`config.mk`:
```
export PLATFORM = sky130hd
export DESIGN_NAME = sha256_stream_hasher
export DESIGN_NICKNAME = d
export VERILOG_FILES = /design/src/sha_pkg.sv /design/src/sha_front.sv /design/src/sha_core.sv /design/src/sha_emit.sv /design/src/sha256_stream_hasher.sv
export SDC_FILE = /design/constraint.sdc
export NUM_CORES = 2
export LEC_CHECK = 0
export BUFFER_PORTS_ARGS = -buffer_cell sky130_fd_sc_hd__buf_2
export CORE_ASPECT_RATIO = 2
export CORE_MARGIN = 5
export CORE_UTILIZATION = 45
export CTS_CLUSTER_DIAMETER = 100
export DETAILED_ROUTE_END_ITERATION = 8
export GPL_TIMING_DRIVEN = 0
export HOLD_SLACK_MARGIN = 0.12
export PLACE_DENSITY_LB_ADDON = 0.12
export SLEW_MARGIN = 30
export SYNTH_ARGS = -nofsm -noshare
export SYNTH_HDL_FRONTEND = slang
export SYNTH_SLANG_ARGS = --single-unit
```
`constraint.sdc`:
```
create_clock -name clk -period 42.4 [get_ports clk]
set_input_delay 8.48 -clock clk [delete_from_list [all_inputs] [get_ports clk]]
set_output_delay 8.48 -clock clk [all_outputs]
set_load 0.01 [all_outputs]
```
`src/sha_pkg.sv`:
```
`default_nettype none
package sha_pkg;

    typedef struct packed {
        logic       opcode;
        logic [7:0] data_byte;
    } in_item_t;

    typedef struct packed {
        logic [31:0] digest_word;
        logic [2:0]  word_index;
        logic        last_word;
    } out_item_t;

    // request handed from the front queue to the core
    typedef struct packed {
        logic     valid;
        in_item_t item;
    } core_req_t;

    // digest handed from the core to the result sender
    typedef struct packed {
        logic             load;
        logic [7:0][31:0] words;
    } digest_xfer_t;

    localparam logic OP_DATA     = 1'b0;
    localparam logic OP_FINALIZE = 1'b1;
    localparam logic [7:0] PAD_MARK = 8'h80;
    localparam logic [5:0] LENGTH_POS = 6'd56;

    localparam logic [7:0][31:0] INIT_WORDS = {
        32'h6A09E667, 32'hBB67AE85, 32'h3C6EF372, 32'hA54FF53A,
        32'h510E527F, 32'h9B05688C, 32'h1F83D9AB, 32'h5BE0CD19
    };

    localparam logic [63:0][31:0] ROUND_K = {
        32'h428A2F98, 32'h71374491, 32'hB5C0FBCF, 32'hE9B5DBA5,
        32'h3956C25B, 32'h59F111F1, 32'h923F82A4, 32'hAB1C5ED5,
        32'hD807AA98, 32'h12835B01, 32'h243185BE, 32'h550C7DC3,
        32'h72BE5D74, 32'h80DEB1FE, 32'h9BDC06A7, 32'hC19BF174,
        32'hE49B69C1, 32'hEFBE4786, 32'h0FC19DC6, 32'h240CA1CC,
        32'h2DE92C6F, 32'h4A7484AA, 32'h5CB0A9DC, 32'h76F988DA,
        32'h983E5152, 32'hA831C66D, 32'hB00327C8, 32'hBF597FC7,
        32'hC6E00BF3, 32'hD5A79147, 32'h06CA6351, 32'h14292967,
        32'h27B70A85, 32'h2E1B2138, 32'h4D2C6DFC, 32'h53380D13,
        32'h650A7354, 32'h766A0ABB, 32'h81C2C92E, 32'h92722C85,
        32'hA2BFE8A1, 32'hA81A664B, 32'hC24B8B70, 32'hC76C51A3,
        32'hD192E819, 32'hD6990624, 32'hF40E3585, 32'h106AA070,
        32'h19A4C116, 32'h1E376C08, 32'h2748774C, 32'h34B0BCB5,
        32'h391C0CB3, 32'h4ED8AA4A, 32'h5B9CCA4F, 32'h682E6FF3,
        32'h748F82EE, 32'h78A5636F, 32'h84C87814, 32'h8CC70208,
        32'h90BEFFFA, 32'hA4506CEB, 32'hBEF9A3F7, 32'hC67178F2
    };

    // index 0 is the first hash word / first round constant
    function automatic logic [31:0] init_word(input logic [2:0] idx);
        return INIT_WORDS[3'd7 - idx];
    endfunction

    function automatic logic [31:0] round_k(input logic [5:0] idx);
        return ROUND_K[6'd63 - idx];
    endfunction

    function automatic logic [31:0] rotr(input logic [31:0] x, input int n);
        return (x >> n) | (x << (32 - n));
    endfunction

endpackage
`default_nettype wire

```
`src/sha_front.sv`:
```
`default_nettype none
module sha_front (
    input  wire logic              clk,
    input  wire logic              rst_n,
    input  wire logic              push,
    output logic                   full,
    input  wire sha_pkg::in_item_t item,
    output sha_pkg::core_req_t     req,
    input  wire logic              req_take
);
    import sha_pkg::*;

    in_item_t   slot_reg [2];
    logic       wr_ptr_reg;
    logic       rd_ptr_reg;
    logic [1:0] count_reg;
    logic       wr_en;
    logic       rd_en;

    assign full      = (count_reg == 2'd2);
    assign wr_en     = push && !full;
    assign rd_en     = req_take && (count_reg != 2'd0);
    assign req.valid = (count_reg != 2'd0);
    assign req.item  = slot_reg[rd_ptr_reg];

    // hold incoming requests until the core takes them
    always_ff @(posedge clk or negedge rst_n)
    begin
        if (!rst_n)
        begin
            wr_ptr_reg <= 1'b0;
            rd_ptr_reg <= 1'b0;
            count_reg  <= 2'd0;
        end
        else
        begin
            if (wr_en)
                wr_ptr_reg <= !wr_ptr_reg;
            if (rd_en)
                rd_ptr_reg <= !rd_ptr_reg;
            count_reg <= count_reg + {1'b0, wr_en} - {1'b0, rd_en};
        end
    end

    always_ff @(posedge clk)
    begin
        if (wr_en)
            slot_reg[wr_ptr_reg] <= item;
    end

endmodule
`default_nettype wire

```
`src/sha_core.sv`:
```
`default_nettype none
module sha_core (
    input  wire logic               clk,
    input  wire logic               rst_n,
    input  wire sha_pkg::core_req_t req,
    output logic                    req_take,
    input  wire logic               emit_busy,
    output sha_pkg::digest_xfer_t   digest
);
    import sha_pkg::*;

    typedef enum logic [2:0] {S_IDLE, S_PAD, S_ROUND, S_SUM, S_EMIT} state_t;

    state_t            state_reg;
    logic [15:0][31:0] win_reg;
    logic [5:0]        fill_reg;
    logic [60:0]       total_reg;
    logic [63:0]       len_reg;
    logic              mark_reg;
    logic              wrap_reg;
    logic              lend_reg;
    logic              pad_reg;
    logic [5:0]        t_reg;
    logic [7:0][31:0]  hash_reg;
    logic [7:0][31:0]  v_reg;

    logic [519:0]      byte_shift;
    logic [7:0]        pad_byte;
    logic              pad_is_len;
    logic [7:0][31:0]  v_next;
    logic [31:0]       w_new;
    logic [31:0]       t1;
    logic [31:0]       t2;
    logic [31:0]       sig0;
    logic [31:0]       sig1;
    logic [31:0]       ch;
    logic [31:0]       maj;

    // choose the padding byte: mark, zeros, then length big-endian
    always_comb
    begin
        pad_is_len = mark_reg && (fill_reg >= LENGTH_POS) && !wrap_reg;
        priority if (!mark_reg)
            pad_byte = PAD_MARK;
        else if (pad_is_len)
            pad_byte = len_reg[63:56];
        else
            pad_byte = 8'h00;
    end

    always_comb
    begin
        byte_shift = {win_reg, (state_reg == S_PAD) ? pad_byte : req.item.data_byte};
    end

    // one compression round; v index 0 is a, 7 is h. win_reg[15] holds W(t)
    always_comb
    begin
        sig1 = rotr(v_reg[4], 6) ^ rotr(v_reg[4], 11) ^ rotr(v_reg[4], 25);
        ch   = v_reg[6] ^ (v_reg[4] & (v_reg[5] ^ v_reg[6]));
        t1   = v_reg[7] + sig1 + ch + round_k(t_reg) + win_reg[15];
        sig0 = rotr(v_reg[0], 2) ^ rotr(v_reg[0], 13) ^ rotr(v_reg[0], 22);
        maj  = (v_reg[0] & v_reg[1]) | (v_reg[2] & (v_reg[0] ^ v_reg[1]));
        t2   = sig0 + maj;
        v_next[7] = v_reg[6];
        v_next[6] = v_reg[5];
        v_next[5] = v_reg[4];
        v_next[4] = v_reg[3] + t1;
        v_next[3] = v_reg[2];
        v_next[2] = v_reg[1];
        v_next[1] = v_reg[0];
        v_next[0] = t1 + t2;
        w_new = (rotr(win_reg[1], 17) ^ rotr(win_reg[1], 19) ^ (win_reg[1] >> 10))
              + win_reg[6]
              + (rotr(win_reg[14], 7) ^ rotr(win_reg[14], 18) ^ (win_reg[14] >> 3))
              + win_reg[15];
    end

    assign req_take     = (state_reg == S_IDLE);
    assign digest.load  = (state_reg == S_EMIT) && !emit_busy;
    assign digest.words = hash_reg;

    // sequence absorb, padding, rounds, hash update and digest handoff
    always_ff @(posedge clk or negedge rst_n)
    begin
        if (!rst_n)
        begin
            state_reg <= S_IDLE;
            fill_reg  <= '0;
            total_reg <= '0;
            mark_reg  <= 1'b0;
            wrap_reg  <= 1'b0;
            lend_reg  <= 1'b0;
            pad_reg   <= 1'b0;
            t_reg     <= '0;
            for (int i = 0; i < 8; i++)
                hash_reg[i] <= init_word(3'(i));
        end
        else
        begin
            unique case (state_reg)
                S_IDLE:
                begin
                    if (req.valid)
                    begin
                        if (req.item.opcode == OP_DATA)
                        begin
                            win_reg   <= byte_shift[511:0];
                            fill_reg  <= fill_reg + 6'd1;
                            total_reg <= total_reg + 61'd1;
                            if (fill_reg == 6'd63)
                            begin
                                v_reg     <= hash_reg;
                                t_reg     <= '0;
                                state_reg <= S_ROUND;
                            end
                        end
                        else
                        begin
                            len_reg   <= {total_reg, 3'b000};
                            pad_reg   <= 1'b1;
                            state_reg <= S_PAD;
                        end
                    end
                end
                S_PAD:
                begin
                    win_reg  <= byte_shift[511:0];
                    fill_reg <= fill_reg + 6'd1;
                    if (!mark_reg)
                    begin
                        mark_reg <= 1'b1;
                    end
                    else if (pad_is_len)
                    begin
                        len_reg <= {len_reg[55:0], 8'h00};
                        if (fill_reg == 6'd63)
                            lend_reg <= 1'b1;
                    end
                    if (fill_reg == 6'd63)
                    begin
                        wrap_reg  <= 1'b0;
                        v_reg     <= hash_reg;
                        t_reg     <= '0;
                        state_reg <= S_ROUND;
                    end
                    else if (!mark_reg)
                        wrap_reg <= (fill_reg >= LENGTH_POS);
                end
                S_ROUND:
                begin
                    v_reg   <= v_next;
                    win_reg <= {win_reg[14:0], w_new};
                    t_reg   <= t_reg + 6'd1;
                    if (t_reg == 6'd63)
                        state_reg <= S_SUM;
                end
                S_SUM:
                begin
                    for (int i = 0; i < 8; i++)
                        hash_reg[i] <= hash_reg[i] + v_reg[i];
                    priority if (lend_reg)
                        state_reg <= S_EMIT;
                    else if (pad_reg)
                        state_reg <= S_PAD;
                    else
                        state_reg <= S_IDLE;
                end
                S_EMIT:
                begin
                    if (!emit_busy)
                    begin
                        for (int i = 0; i < 8; i++)
                            hash_reg[i] <= init_word(3'(i));
                        fill_reg  <= '0;
                        total_reg <= '0;
                        mark_reg  <= 1'b0;
                        wrap_reg  <= 1'b0;
                        lend_reg  <= 1'b0;
                        pad_reg   <= 1'b0;
                        state_reg <= S_IDLE;
                    end
                end
                default:
                    state_reg <= S_IDLE;
            endcase
        end
    end

endmodule
`default_nettype wire

```
`src/sha_emit.sv`:
```
`default_nettype none
module sha_emit (
    input  wire logic                 clk,
    input  wire logic                 rst_n,
    input  wire sha_pkg::digest_xfer_t digest,
    output logic                      busy,
    output logic                      empty,
    input  wire logic                 pop,
    output sha_pkg::out_item_t        result
);
    import sha_pkg::*;

    logic [31:0] word_reg [8];
    logic [2:0]  idx_reg;
    logic        busy_reg;

    assign busy               = busy_reg;
    assign empty              = !busy_reg;
    assign result.digest_word = word_reg[idx_reg];
    assign result.word_index  = idx_reg;
    assign result.last_word   = (idx_reg == 3'd7);

    // step through the eight words, release when the last is taken
    always_ff @(posedge clk or negedge rst_n)
    begin
        if (!rst_n)
        begin
            busy_reg <= 1'b0;
            idx_reg  <= '0;
        end
        else if (digest.load)
        begin
            busy_reg <= 1'b1;
            idx_reg  <= '0;
        end
        else if (pop && busy_reg)
        begin
            idx_reg <= idx_reg + 3'd1;
            if (idx_reg == 3'd7)
                busy_reg <= 1'b0;
        end
    end

    always_ff @(posedge clk)
    begin
        if (digest.load)
            for (int i = 0; i < 8; i++)
                word_reg[i] <= digest.words[3'(i)];
    end

endmodule
`default_nettype wire

```
`src/sha256_stream_hasher.sv`:
```
`default_nettype none
// The core absorbs a data request while idle; every 64th byte adds a compression
// (64 rounds at one round per cycle, one hash update) in which no request is taken.
// A finalize request emits padding one byte per cycle plus one or two compressions;
// then the digest goes to the sender once it is free; one word leaves per pop.
// A two-entry request queue keeps accepting while the core works, until it is full.
// Reset (rst_n low, asynchronous) empties both queues and restores the initial hash.
module sha256_stream_hasher (
    input  wire logic              clk,
    input  wire logic              rst_n,
    input  wire logic              push,
    output logic                   full,
    input  wire sha_pkg::in_item_t item,
    output logic                   empty,
    input  wire logic              pop,
    output sha_pkg::out_item_t     result
);
    import sha_pkg::*;

    core_req_t    req;
    logic         req_take;
    logic         emit_busy;
    digest_xfer_t digest;

    sha_front u_front (
        .clk      (clk),
        .rst_n    (rst_n),
        .push     (push),
        .full     (full),
        .item     (item),
        .req      (req),
        .req_take (req_take)
    );

    sha_core u_core (
        .clk       (clk),
        .rst_n     (rst_n),
        .req       (req),
        .req_take  (req_take),
        .emit_busy (emit_busy),
        .digest    (digest)
    );

    sha_emit u_emit (
        .clk    (clk),
        .rst_n  (rst_n),
        .digest (digest),
        .busy   (emit_busy),
        .empty  (empty),
        .pop    (pop),
        .result (result)
    );

endmodule
`default_nettype wire

```
==> metrics.cfg <==
[clocking]
cts.sinks = 1319
clkTransAtPathRegs_ps = 80
cts_root_buf = clkbuf_16
post-cts-setup-buffer-count = 0
cts_resized = 0
cts_tree = yes
cts_max_path_buffers = 4
insertion_delay_ps = 840
numCtsBuffers = 140
htree_num_levels = 4
hold_buffers = 0

[setup_path]
critical_path_class = flip-flop to flip-flop
crit_fanout = 11
crit_arrival_ps = 12770
slowest_stage = dfrtp_1
critPathLaunchType = flip-flop
slowest_delay_ps = 800
required_ps = 42920
critPathCaptureType = flip-flop
crit_path_frequent_cell = fa_1

[sta]
rsz0062_at_grt = false
final_hold_viol_count = 0
slew_viol_final = 0
fmax_mhz = 81.6
worstMarginPinSlew_ps = 1120
finClkSkew_ps = 102
setup_ws_ps = 30140
relSlewSlack_pct = 25.0
setup_violations = 0
finalCritPeriodShare_pct = 28.9
post-route-min-period_ps = 12260

[layout]
layout_commonest_cell = nand2_1
fillerInstances = 16800
area_growth_pct = 11.9
layout.cells.most_common_list = nand2_1, edfxtp_1, a21oi_1
drive_gt1_share_pct = 8.48
largest_reg_flops = 512
fin_util_pct = 50.6
num-nets-final = 9278

[floorplan]
core_area_um2 = 180000
fp.dieW_um = 311
die_height_um = 611
io_pins = 51
initial_core_util_pct = 45.2
die_area_um2 = 190000
fp-row-count = 220

[outcome]
outcome = finished with violations
violations = DRC

[synthesis]
ys_warn_count = 0
ys_ff_latch = 1319
synth-xor-area-share_pct = 6.78
synth-edff-count = 975
synth_cell_types = 107
synth_compound_area_share_pct = 12.3
synth_mux_area_share_pct = 2.45
async_reset_ff_share_pct = 26.1
syn-num-nets = 8999
ys.flop_type = edfxtp_1
synth-adder-area-share_pct = 11.4
syn_inst = 8361
netlist_area_um2 = 81300
syn_avg_cell_area_um2 = 9.72
ys_seq_area_share_pct = 46.8
synth_top_family_by_area = simple AND/OR/NAND/NOR gates
synth_simple_gate_area_share_pct = 17.0

[pwr]
p_leak_uw = 0.0396
powerDensity_nw_per_um2 = 69.8
ir_worst_vdd_mv = 0.0832

[routing]
drtIter0Drc = 5140
wl_mm = 345
ant_nets = 0
vias = 65700
drtPass1Iterations = 9
route.detailed.drc = 3
routedWlPerCell_um = 31.1
detail_route.vias_per_cell = 5.93

[grt]
grt_pass1_vias = 67400
grt_antenna_before_repair = 18
grt_first_pass_wirelength_mm = 480
grt_usage_pct = 35.4
grt.overflow.total = 0
grt_max_degree = 71

[flow_run]
maxCapViolations = 0

[place]
dp_hpwl_mm = 277
post-place-ws_ps = 29990
portBuffers = 50
gp_congestion = 1.06

[worst_hold_path]
hold_class = flip-flop to flip-flop

[cells in the mapped netlist (136+ instances only)]
library cell / n / area, um2
a21oi_1: 470 / 2350
inv_1: 268 / 1010
xnor2_1: 373 / 3270
fa_1: 195 / 3900
ha_1: 430 / 5380
nand3_1: 153 / 766
o21ai_0: 438 / 2190
nand2_1: 2461 / 9240
edfxtp_1: 975 / 29300
dfstp_2: 136 / 3570
clkbuf_1: 391 / 1470
xor2_1: 256 / 2240
nor2_1: 319 / 1200
a21o_1: 184 / 1380
dfrtp_1: 208 / 5200
[worst max-delay path, delay by kind of cell (launching register included)]
kind,cells,cell delay [ps]
AO/OA/AOI/OAI,14,2890
XOR/XNOR,3,710
adder cells (fa/ha/maj),8,3860
buffers and inverters,3,1230
flip-flops,1,800
multiplexers,1,710
AND/OR/NAND/NOR,8,1740
[cell families (layout without fill, tap and decap cells)]
kind of cell	Yosys count	in the layout
flops	1319	1319
fa+ha+maj	625	625
other cells	0	11
mux	140	140
xor+xnor	629	629
buf+inv	694	1073
compound gates	1606	1606
simple gates	3348	3348
[path summary, 6_finish.rpt]
| check | from | end | slack [ps] | cells after the start |
|---|---|---|---|---|
| min in group asynchronous | rst_n | u_core.digest[44]$_DFFE_PN0P_ | 7570 | 1 |
| hold / removal | u_core.digest[191]$_DFFE_PN1P_ | u_core.digest[191]$_DFFE_PN1P_ | 490 | 2 |
| setup / recovery | u_core.t_reg[1]$_DFFE_PN0P_ | u_core.v_next[63]$_DFFE_PP_ | 30140 | 37 |
| max in group asynchronous | rst_n | u_core.digest[185]$_DFFE_PN1P_ | 33110 | 4 |
| setup reg to reg | u_core.t_reg[1]$_DFFE_PN0P_ | u_core.v_next[63]$_DFFE_PP_ | 30140 | 37 |
| hold reg to reg | u_core.digest[191]$_DFFE_PN1P_ | u_core.digest[191]$_DFFE_PN1P_ | 490 | 2 |
[stage by stage]
stage / power [uW] / setup TNS [ps] / instance area (um2) / hold WS, ps / cells
after global placement: 5100 / -5390100 / 84500 / 461 / 10700
final: 6350 / 0 / 91000 / 489 / 11100
after floorplan: 4030 / 0 / 81300 / 450 / 8361
after global routing: 6650 / 0 / 91000 / 506 / 11100
after detailed placement: 5010 / 0 / 86400 / 476 / 10800
after CTS: 6310 / 0 / 91000 / 490 / 11100
[layout make-up]
class | count | area (um2) | area share (%)
Antenna cell | 11 | 27.5 | 0.0302
Sequential cell | 1319 | 38100 | 41.8
Buffer | 421 | 1690 | 1.85
Tap cell | 2331 | 2920 | 3.20
Inverter | 273 | 1020 | 1.13
Clock buffer | 178 | 3800 | 4.18
Clock inverter | 64 | 734 | 0.807
Multi-Input combinational cell | 6348 | 40800 | 44.8
Timing Repair Buffer | 137 | 1960 | 2.16
[where the power goes]
part           internal (uW)  switching [uW]  leakage [uW]
registers               1740             224        0.0140
clock network            727             552       0.00221
logic                   1180            1920        0.0234
total                   3650            2700        0.0396
[routing by layer]
| layer | share of wire (%) | track usage [%] |
|---|---|---|
| met3 | 4.9 | 5.56 |
| met1 | 29 | 30.8 |
| met2 | 51 | 64.4 |
| met5 | 0.022 | 0 |
| met4 | 15 | 40.0 |
(Power assumes the default switching activity.)
